`src/averaged_level_hysteresis_detector_defines.svh`:
```
// Assertion macros for the detector RTL.
`ifndef AVERAGED_LEVEL_HYSTERESIS_DETECTOR_DEFINES_SVH
`define AVERAGED_LEVEL_HYSTERESIS_DETECTOR_DEFINES_SVH

`ifndef SYNTHESIS

`define ALHD_ASSERT(lbl, clk, rst_n, prop, msg) \
    lbl: assert property (@(posedge clk) disable iff (!rst_n) prop) else $error(msg);

`define ALHD_ASSERT_NEXT(lbl, clk, rst_n, ante, cons, msg) \
    lbl: assert property (@(posedge clk) disable iff (!rst_n) (ante) |=> (cons)) \
        else $error(msg);

`else

`define ALHD_ASSERT(lbl, clk, rst_n, prop, msg)

`define ALHD_ASSERT_NEXT(lbl, clk, rst_n, ante, cons, msg)

`endif

`endif

```
`src/alhd_pkg.sv`:
```
package alhd_pkg;

    localparam int NUM_SAMPLES_DEF = 16;
    localparam int SAMPLE_BITS_DEF = 12;

    localparam int LIMIT_W     = 12;
    localparam int AVG_OUT_W   = 12;
    localparam int QUEUE_DEPTH = 2;

    localparam logic [LIMIT_W-1:0] LOW_LIMIT_RST  = 12'd1000;
    localparam logic [LIMIT_W-1:0] HIGH_LIMIT_RST = 12'd2000;

    localparam int CFG_IDX_W = 1;
    typedef logic [CFG_IDX_W-1:0] t_cfg_idx;

    localparam t_cfg_idx REG_LOW_LIMIT  = 1'b0;
    localparam t_cfg_idx REG_HIGH_LIMIT = 1'b1;

    typedef struct packed {
        logic [LIMIT_W-1:0] low;
        logic [LIMIT_W-1:0] high;
    } t_limits;

endpackage

```
`src/alhd_front.sv`:
```
module alhd_front #(
    parameter int NUM_SAMPLES = alhd_pkg::NUM_SAMPLES_DEF,
    parameter int SAMPLE_BITS = alhd_pkg::SAMPLE_BITS_DEF,
    localparam int SUM_W      = SAMPLE_BITS + $clog2(NUM_SAMPLES)
) (
    input  logic                   i_clk,
    input  logic                   i_rst_n,
    input  logic                   i_valid,
    output logic                   o_ready,
    input  logic [SAMPLE_BITS-1:0] i_sample,
    output logic                   o_push,
    output logic [SUM_W:0]         o_push_data,
    input  logic                   i_full
);

    localparam int IDX_W = (NUM_SAMPLES > 1) ? $clog2(NUM_SAMPLES) : 1;
    localparam logic [IDX_W-1:0] LAST_IDX = IDX_W'(NUM_SAMPLES - 1);

    logic [SAMPLE_BITS-1:0] mem [NUM_SAMPLES];
    logic [SAMPLE_BITS-1:0] r_old;
    logic [IDX_W-1:0]       r_idx;
    logic [IDX_W-1:0]       n_idx;
    logic [SUM_W-1:0]       r_sum;
    logic [SUM_W-1:0]       n_sum;
    logic                   r_warm;
    logic [SAMPLE_BITS-1:0] w_old;
    logic                   w_accept;

    assign o_ready  = !i_full;
    assign w_accept = i_valid && o_ready;

    // entries not yet written since reset count as zero
    assign w_old = r_warm ? r_old : '0;
    assign n_sum = r_sum - SUM_W'(w_old) + SUM_W'(i_sample);
    assign n_idx = (r_idx == LAST_IDX) ? '0 : r_idx + 1'b1;

    assign o_push      = w_accept;
    assign o_push_data = {r_warm, n_sum};

    always_ff @(posedge i_clk) begin
        if (!i_rst_n) begin
            r_idx  <= '0;
            r_sum  <= '0;
            r_warm <= 1'b0;
        end else if (w_accept) begin
            r_idx <= n_idx;
            r_sum <= n_sum;
            if (r_idx == LAST_IDX) begin
                r_warm <= 1'b1;
            end
        end
    end

    // ring memory; read data prefetches the oldest entry for the next item
    always_ff @(posedge i_clk) begin
        if (w_accept) begin
            mem[r_idx] <= i_sample;
            r_old      <= (n_idx == r_idx) ? i_sample : mem[n_idx];
        end else begin
            r_old <= mem[r_idx];
        end
    end

endmodule

```
`src/alhd_queue.sv`:
```
module alhd_queue #(
    parameter int WIDTH = 1
) (
    input  logic             i_clk,
    input  logic             i_rst_n,
    input  logic             i_push,
    input  logic [WIDTH-1:0] i_data,
    output logic             o_full,
    output logic             o_valid,
    input  logic             i_ready,
    output logic [WIDTH-1:0] o_data
);

    localparam int DEPTH = alhd_pkg::QUEUE_DEPTH;
    localparam int PTR_W = $clog2(DEPTH);
    localparam int CNT_W = $clog2(DEPTH + 1);

    logic [WIDTH-1:0] r_buf [DEPTH];
    logic [PTR_W-1:0] r_wr;
    logic [PTR_W-1:0] r_rd;
    logic [CNT_W-1:0] r_cnt;
    logic             w_pop;

    assign o_full  = (r_cnt == CNT_W'(DEPTH));
    assign o_valid = (r_cnt != '0);
    assign o_data  = r_buf[r_rd];
    assign w_pop   = o_valid && i_ready;

    always_ff @(posedge i_clk) begin
        if (!i_rst_n) begin
            r_wr  <= '0;
            r_rd  <= '0;
            r_cnt <= '0;
        end else begin
            if (i_push) begin
                r_wr <= (r_wr == PTR_W'(DEPTH - 1)) ? '0 : r_wr + 1'b1;
            end
            if (w_pop) begin
                r_rd <= (r_rd == PTR_W'(DEPTH - 1)) ? '0 : r_rd + 1'b1;
            end
            if (i_push && !w_pop) begin
                r_cnt <= r_cnt + 1'b1;
            end else if (w_pop && !i_push) begin
                r_cnt <= r_cnt - 1'b1;
            end
        end
    end

    always_ff @(posedge i_clk) begin
        if (i_push) begin
            r_buf[r_wr] <= i_data;
        end
    end

endmodule

```
`src/alhd_back.sv`:
```
`include "averaged_level_hysteresis_detector_defines.svh"

module alhd_back #(
    parameter int NUM_SAMPLES = alhd_pkg::NUM_SAMPLES_DEF,
    parameter int SAMPLE_BITS = alhd_pkg::SAMPLE_BITS_DEF,
    localparam int SUM_W      = SAMPLE_BITS + $clog2(NUM_SAMPLES)
) (
    input  logic                             i_clk,
    input  logic                             i_rst_n,
    input  logic                             i_valid,
    output logic                             o_ready,
    input  logic [SUM_W-1:0]                 i_sum,
    input  logic                             i_warm,
    input  alhd_pkg::t_limits                i_limits,
    output logic                             o_valid,
    input  logic                             i_ready,
    output logic                             o_dark_state,
    output logic [alhd_pkg::AVG_OUT_W-1:0]   o_average
);

    // divide by NUM_SAMPLES: exact multiply by rounded-up reciprocal
    localparam int L_BITS = $clog2(NUM_SAMPLES);
    localparam int SH     = SUM_W + L_BITS;
    localparam int MUL_W  = SUM_W + 1;
    localparam int PROD_W = SUM_W + MUL_W;
    localparam logic [63:0] MUL_FULL =
        ((64'd1 << SH) + 64'(NUM_SAMPLES) - 64'd1) / 64'(NUM_SAMPLES);
    localparam logic [MUL_W-1:0] MUL_C = MUL_W'(MUL_FULL);
    localparam int CMP_W = (SAMPLE_BITS > alhd_pkg::LIMIT_W) ? SAMPLE_BITS
                                                             : alhd_pkg::LIMIT_W;

    logic                          r_s1_valid;
    logic                          r_s1_warm;
    logic [PROD_W-1:0]             r_s1_prod;
    logic                          r_out_valid;
    logic                          r_level;
    logic                          n_level;
    logic [alhd_pkg::AVG_OUT_W-1:0] r_avg;
    logic                          s1_adv;
    logic                          s1_load;
    logic [CMP_W-1:0]              w_avg;
    logic [CMP_W-1:0]              w_low;
    logic [CMP_W-1:0]              w_high;

    assign s1_adv  = r_s1_valid && (!r_out_valid || i_ready);
    assign o_ready = !r_s1_valid || s1_adv;
    assign s1_load = i_valid && o_ready;

    assign w_avg  = CMP_W'(r_s1_prod[SH +: SAMPLE_BITS]);
    assign w_low  = CMP_W'(i_limits.low);
    assign w_high = CMP_W'(i_limits.high);

    always_comb begin
        n_level = r_level;
        if (r_s1_warm && (w_avg <= w_low)) begin
            n_level = 1'b1;
        end else if (w_avg >= w_high) begin
            n_level = 1'b0;
        end
    end

    always_ff @(posedge i_clk) begin
        if (!i_rst_n) begin
            r_s1_valid  <= 1'b0;
            r_out_valid <= 1'b0;
            r_level     <= 1'b0;
        end else begin
            if (s1_load) begin
                r_s1_valid <= 1'b1;
            end else if (s1_adv) begin
                r_s1_valid <= 1'b0;
            end
            if (s1_adv) begin
                r_out_valid <= 1'b1;
                r_level     <= n_level;
            end else if (i_ready) begin
                r_out_valid <= 1'b0;
            end
        end
    end

    always_ff @(posedge i_clk) begin
        if (s1_load) begin
            r_s1_prod <= PROD_W'(i_sum) * PROD_W'(MUL_C);
            r_s1_warm <= i_warm;
        end
        if (s1_adv) begin
            r_avg <= w_avg[alhd_pkg::AVG_OUT_W-1:0];
        end
    end

    assign o_valid      = r_out_valid;
    assign o_dark_state = r_level;
    assign o_average    = r_avg;

    `ALHD_ASSERT_NEXT(a_cold_item_no_dark, i_clk, i_rst_n, s1_adv && !r_s1_warm && !r_level, !r_level, "item before warm-up set dark state")
    `ALHD_ASSERT(a_level_moves_on_load, i_clk, i_rst_n, !$past(s1_adv) |-> $stable(r_level), "level changed without a result load")
    `ALHD_ASSERT_NEXT(a_stage_holds, i_clk, i_rst_n, r_s1_valid && !s1_adv, r_s1_valid && $stable(r_s1_prod), "stalled product stage lost its item")

endmodule

```
`src/averaged_level_hysteresis_detector.sv`:
```
// Averaged level detector with hysteresis.
// Input channel: i_valid / o_ready with i_sample, one converter reading per item.
// Output channel: o_valid / i_ready with o_dark_state and o_average, one result
// per item, in order. o_average is the truncated mean of the last NUM_SAMPLES
// samples; o_dark_state goes to 1 when the mean is at or below the low limit
// (only once the ring has been filled) and to 0 at or above the high limit.
// Limits are written on i_cfg_we with i_cfg_idx (0 low, 1 high); the user must
// write them only while idle, which the block itself does not enforce.
// Throughput: one item per cycle unless stalled, set by the running-sum update
// in the front stage and the one-multiply reciprocal divide in the back.
// Reset (synchronous, active low): ring reads as zero, sum and state clear,
// limits return to 1000 and 2000.
// When the receiver stalls, the output register, the product stage and a
// two-entry queue fill in turn, then o_ready drops; no item is lost.
module averaged_level_hysteresis_detector #(
    parameter int NUM_SAMPLES = alhd_pkg::NUM_SAMPLES_DEF,
    parameter int SAMPLE_BITS = alhd_pkg::SAMPLE_BITS_DEF
) (
    input  logic                           i_clk,
    input  logic                           i_rst_n,
    input  logic                           i_valid,
    output logic                           o_ready,
    input  logic [SAMPLE_BITS-1:0]         i_sample,
    output logic                           o_valid,
    input  logic                           i_ready,
    output logic                           o_dark_state,
    output logic [alhd_pkg::AVG_OUT_W-1:0] o_average,
    input  logic                           i_cfg_we,
    input  alhd_pkg::t_cfg_idx             i_cfg_idx,
    input  logic [alhd_pkg::LIMIT_W-1:0]   i_cfg_data
);

    localparam int SUM_W = SAMPLE_BITS + $clog2(NUM_SAMPLES);

    alhd_pkg::t_limits r_limits;

    logic             w_push;
    logic [SUM_W:0]   w_push_data;
    logic             w_full;
    logic             w_q_valid;
    logic             w_q_ready;
    logic [SUM_W:0]   w_q_data;

    always_ff @(posedge i_clk) begin
        if (!i_rst_n) begin
            r_limits.low  <= alhd_pkg::LOW_LIMIT_RST;
            r_limits.high <= alhd_pkg::HIGH_LIMIT_RST;
        end else if (i_cfg_we) begin
            unique case (i_cfg_idx)
                alhd_pkg::REG_LOW_LIMIT:  r_limits.low  <= i_cfg_data;
                alhd_pkg::REG_HIGH_LIMIT: r_limits.high <= i_cfg_data;
                default: ;
            endcase
        end
    end

    alhd_front #(
        .NUM_SAMPLES (NUM_SAMPLES),
        .SAMPLE_BITS (SAMPLE_BITS)
    ) u_front (
        .i_clk       (i_clk),
        .i_rst_n     (i_rst_n),
        .i_valid     (i_valid),
        .o_ready     (o_ready),
        .i_sample    (i_sample),
        .o_push      (w_push),
        .o_push_data (w_push_data),
        .i_full      (w_full)
    );

    alhd_queue #(
        .WIDTH (SUM_W + 1)
    ) u_queue (
        .i_clk   (i_clk),
        .i_rst_n (i_rst_n),
        .i_push  (w_push),
        .i_data  (w_push_data),
        .o_full  (w_full),
        .o_valid (w_q_valid),
        .i_ready (w_q_ready),
        .o_data  (w_q_data)
    );

    alhd_back #(
        .NUM_SAMPLES (NUM_SAMPLES),
        .SAMPLE_BITS (SAMPLE_BITS)
    ) u_back (
        .i_clk        (i_clk),
        .i_rst_n      (i_rst_n),
        .i_valid      (w_q_valid),
        .o_ready      (w_q_ready),
        .i_sum        (w_q_data[SUM_W-1:0]),
        .i_warm       (w_q_data[SUM_W]),
        .i_limits     (r_limits),
        .o_valid      (o_valid),
        .i_ready      (i_ready),
        .o_dark_state (o_dark_state),
        .o_average    (o_average)
    );

endmodule

```
`config.mk`:
```
export PLATFORM = sky130hd
export DESIGN_NAME = averaged_level_hysteresis_detector
export DESIGN_NICKNAME = d
export VERILOG_FILES = /design/src/alhd_pkg.sv /design/src/alhd_front.sv /design/src/alhd_queue.sv /design/src/alhd_back.sv /design/src/averaged_level_hysteresis_detector.sv
export VERILOG_INCLUDE_DIRS = /design/src /design/src/src
export SDC_FILE = /design/constraint.sdc
export NUM_CORES = 1
export LEC_CHECK = 0
export BUFFER_PORTS_ARGS = -buffer_cell sky130_fd_sc_hd__buf_2
export CORE_ASPECT_RATIO = 0.75
export CORE_MARGIN = 2
export CORE_UTILIZATION = 45
export DETAILED_ROUTE_END_ITERATION = 8
export GPL_TIMING_DRIVEN = 0
export PLACE_DENSITY = 0.63
export REMOVE_ABC_BUFFERS = 1
export SYNTH_ARGS = -nofsm -noshare
export SYNTH_HDL_FRONTEND = slang
export SYNTH_SLANG_ARGS = --single-unit
```
`constraint.sdc`:
```
create_clock -name i_clk -period 7.3 [get_ports i_clk]
set_input_delay 1.46 -clock i_clk [delete_from_list [all_inputs] [get_ports i_clk]]
set_output_delay 1.46 -clock i_clk [all_outputs]
set_load 0.02 [all_outputs]
```
==> metrics.md <==
| Metric | Value |
|---|---|
| Nets | `1,188` |
| Initial DRC Count | `885` |
| Die width | `214.1 um` |
| Root Driver | `clkbuf_16` |
| Top Metal Used | `met4` |
| # fillers | `2,688` |
| GPL Wtd Cong | `0.8252` |
| Area occupied by multi-input gates | `5747 um^2` |
| Post-synthesis cell count | `1,057` |
| Max IR drop VDD | `190.4 uV` |
| Die area | `34,600 um^2` |
| Ant diodes | `0` |
| Final min period | `4375 ps` |
| Critical Path Max Stage Delay | `950 ps` |
| Worst Skew | `5.535 ps` |
| Clock Latency Late Sink | `560 ps` |
| # IOs | `45` |
| Psw | `1.784 mW` |
| Crit path required time | `7560 ps` |
| CTS Buf Count | `30` |
| Vias in the first global route | `8,872` |
| Logic pwr share | `29.1%` |
| Clk sinks | `311` |
| Post-synth EDFFs | `243` |
| Post-synthesis cell type count | `58` |
| Setup crit start | `i_valid` |
| Syn avg cell area | `14.10 um^2` |
| Maximum fanout along the worst path | `44` |
| # rows | `57` |
| Share of cells above drive strength 1 | `22.40%` |
| Slew Viols, Final | `0` |
| Final hold vios | `0` |
| CTS tree | `done` |
| Asr flop ratio synth | `0%` |
| Vias | `8,979` |
| Critical R2R Launch | `u_front.r_idx[0]` |
| Routed WL | `35,350 um` |
| Post-DP HPWL | `22,920 um` |
| Setup crit end kind | `register` |
| Power share of the clock group | `27.9%` |
| Layout area overhead | `13.63%` |
| Die height | `161.6 um` |
| Status | `finished, final reports clean` |
| GR Overflow Total | `0` |
| Worst min-delay path category | `reg2reg` |
| # placed instances | `1,511` |
| Max H-tree Level | `1` |
| Crit share post-route | `59.93%` |
| Sequential area share after synthesis | `58.11%` |
| Min-delay src | `u_front.r_sum[3]` |
| Worst Tran Pin Value | `1461 ps` |
| Initial Util | `45.81%` |
| Largest net degree at the start of global routing | `45` |
| Critical path startpoint category | `input pin` |
| Routed Antenna Nets | `0` |
| Met3 WL | `2956 um` |
| Register area | `8665 um^2` |
| Slowest CP cell | `clkinv_2` |
| Yosys warns | `0` |
| Critical path type | `in2reg` |
| Final std cells w/o fill | `1,567` |
| Core ar. | `32,520 um^2` |
| # DRC | `0` |
| Synthesized cell area | `14,900 um^2` |
| Post-synth top flop | `edfxtp_1` |
| Initial antenna violation count | `0` |
| Yosys reg bits | `311` |
| Met2 Wirelength | `15,400 um` |
| Power Dens Cells | `337.1 nW/um^2` |
| Commonest cells after routing, fill and taps aside | `edfxtp_1 (243), nand2_1 (115), mux4_2 (92), inv_1 (81), dfxtp_1 (65)` |
| Crit path top cell by count | `nand2_1` |
| P_leak | `6.000 nW` |
| Critical path cell sequence | `buf_2 -> nand2_1 -> clkinv_2 -> nand2_1 -> nor3_2 -> buf_6` |
| Most common cell after layout, fill and taps aside | `edfxtp_1` |
| CTS Hold Buffers Added | `0` |
| Detailed-route wire length on metal 1 | `16,260 um` |
| # Post-CTS Setup Buffers | `0` |
| CP arrival | `4640 ps` |
| Drt first pass iters | `5` |
| Max Cap Violations | `0` |
| Clock transition at path regs | `60 ps` |
| Buffers on Ports | `44` |
| Sequential cell fraction of total power | `43.0%` |
| Total GRT Usage | `20.68%` |
| Clock Path Buffers | `3` |
| Wire length per cell | `22.56 um` |
| Switching Share | `31.25%` |
| # setup viols final | `0` |
| Setup TNS | `0 ps` |
| Number of vias per cell | `5.730` |
| Fin Hold WS | `452.0 ps` |
| Post-CTS sizing | `0` |
| Rel. slew slack | `2.622%` |
| First-pass GRT wire length | `54,170 um` |
| RSZ-0062 raised after global routing | `false` |
| Max Clock Freq | `228.6 MHz` |
| Cell internal pwr | `3.924 mW` |
==> logic make-up after synthesis <==
kind of cell               Yosys count  synth area share [%]
DFF                                311                 58.11
AOI/OAI and AO/OA                  169                 7.407
buffers and inverters              138                 3.880
xor gates and xnor gates            19                 1.117
and+or+nand+nor                    222                 6.710
adders and majority gates           57                 5.391
muxes                              141                 17.38
==> worst max-delay path, delay by kind of cell <==
family / cells / cell delay [ps]
buf+inv: 3 / 1310
simple gates: 3 / 1830
==> power by group through the flow <==
stage | Combinational (mW) | Clock, mW | Sequential, mW
final | 1.66 | 1.59 | 2.46
after global routing | 1.83 | 1.69 | 2.48
after CTS | 1.65 | 1.62 | 2.46
after detailed placement | 1.64 | 0 | 2.49
after global placement | 1.56 | 0 | 2.51
after floorplan | 1.16 | 0 | 2.45
==> flip-flops by register name, summed over array words and instances (netlist names), named ones only <==
register / cells
u_front.mem: 192
u_queue.r_buf: 26
r_limits: 24
u_front.r_sum: 16
u_back.o_average: 12
u_back.r_s1_prod: 12
u_front.r_old: 12
u_front.r_idx: 4
u_queue.r_cnt: 2
u_back.o_dark_state: 1
u_back.o_valid: 1
u_back.r_s1_valid: 1
u_back.r_s1_warm: 1
u_front.r_warm: 1
u_queue.r_rd: 1
u_queue.r_wr: 1
==> cell type report <==
class / instances / area share [%]
clock buffer: 42 / 4.944
sequential: 311 / 51.18
timing repair buffer: 68 / 3.873
tap: 442 / 3.267
inverter: 82 / 1.825
multi-input combinational: 608 / 33.94
clock inverter: 14 / 0.9681
==> stage by stage <==
stage	utilization, %	worst slack [ps]	instance area (um^2)	power, mW
floorplan	-	3216	14630	3.615
global placement	47.36	541.8	15400	4.072
detailed placement	48.96	2396	15920	4.134
CTS	52.04	2957	16920	5.729
global route	52.06	2819	16930	6.005
finish	52.06	2925	16930	5.708
==> final timing paths <==
kind,endpoint,slack (ps),cells after the start
min,u_front.r_sum[3],450,2
max,u_front.mem[1][10],2930,6
min reg2reg,u_front.r_sum[3],450,2
max reg2reg,u_front.r_old[5],3070,8
==> metal layers <==
| layer | vias up | GRT usage (%) |
|---|---|---|
| li1 | 4087 | - |
| met1 | 4492 | 30.44 |
| met2 | 347 | 31.26 |
| met3 | 53 | 4.840 |
| met4 | 0 | 5.019 |
| met5 | - | 0 |
==> cells in the mapped netlist (22+ instances only) <==
cell type / instances / area, um^2
edfxtp_1: 243 / 7297
nand2_1: 115 / 431.7
mux4_2: 92 / 2072
inv_1: 81 / 304.0
dfxtp_1: 68 / 1361
a21oi_1: 57 / 285.3
ha_1: 45 / 563.0
nor2_1: 38 / 142.6
clkbuf_1: 33 / 123.9
mux2i_1: 27 / 270.3
o21ai_0: 25 / 125.1
mux2_2: 22 / 247.7
(Power assumes the default switching activity.)
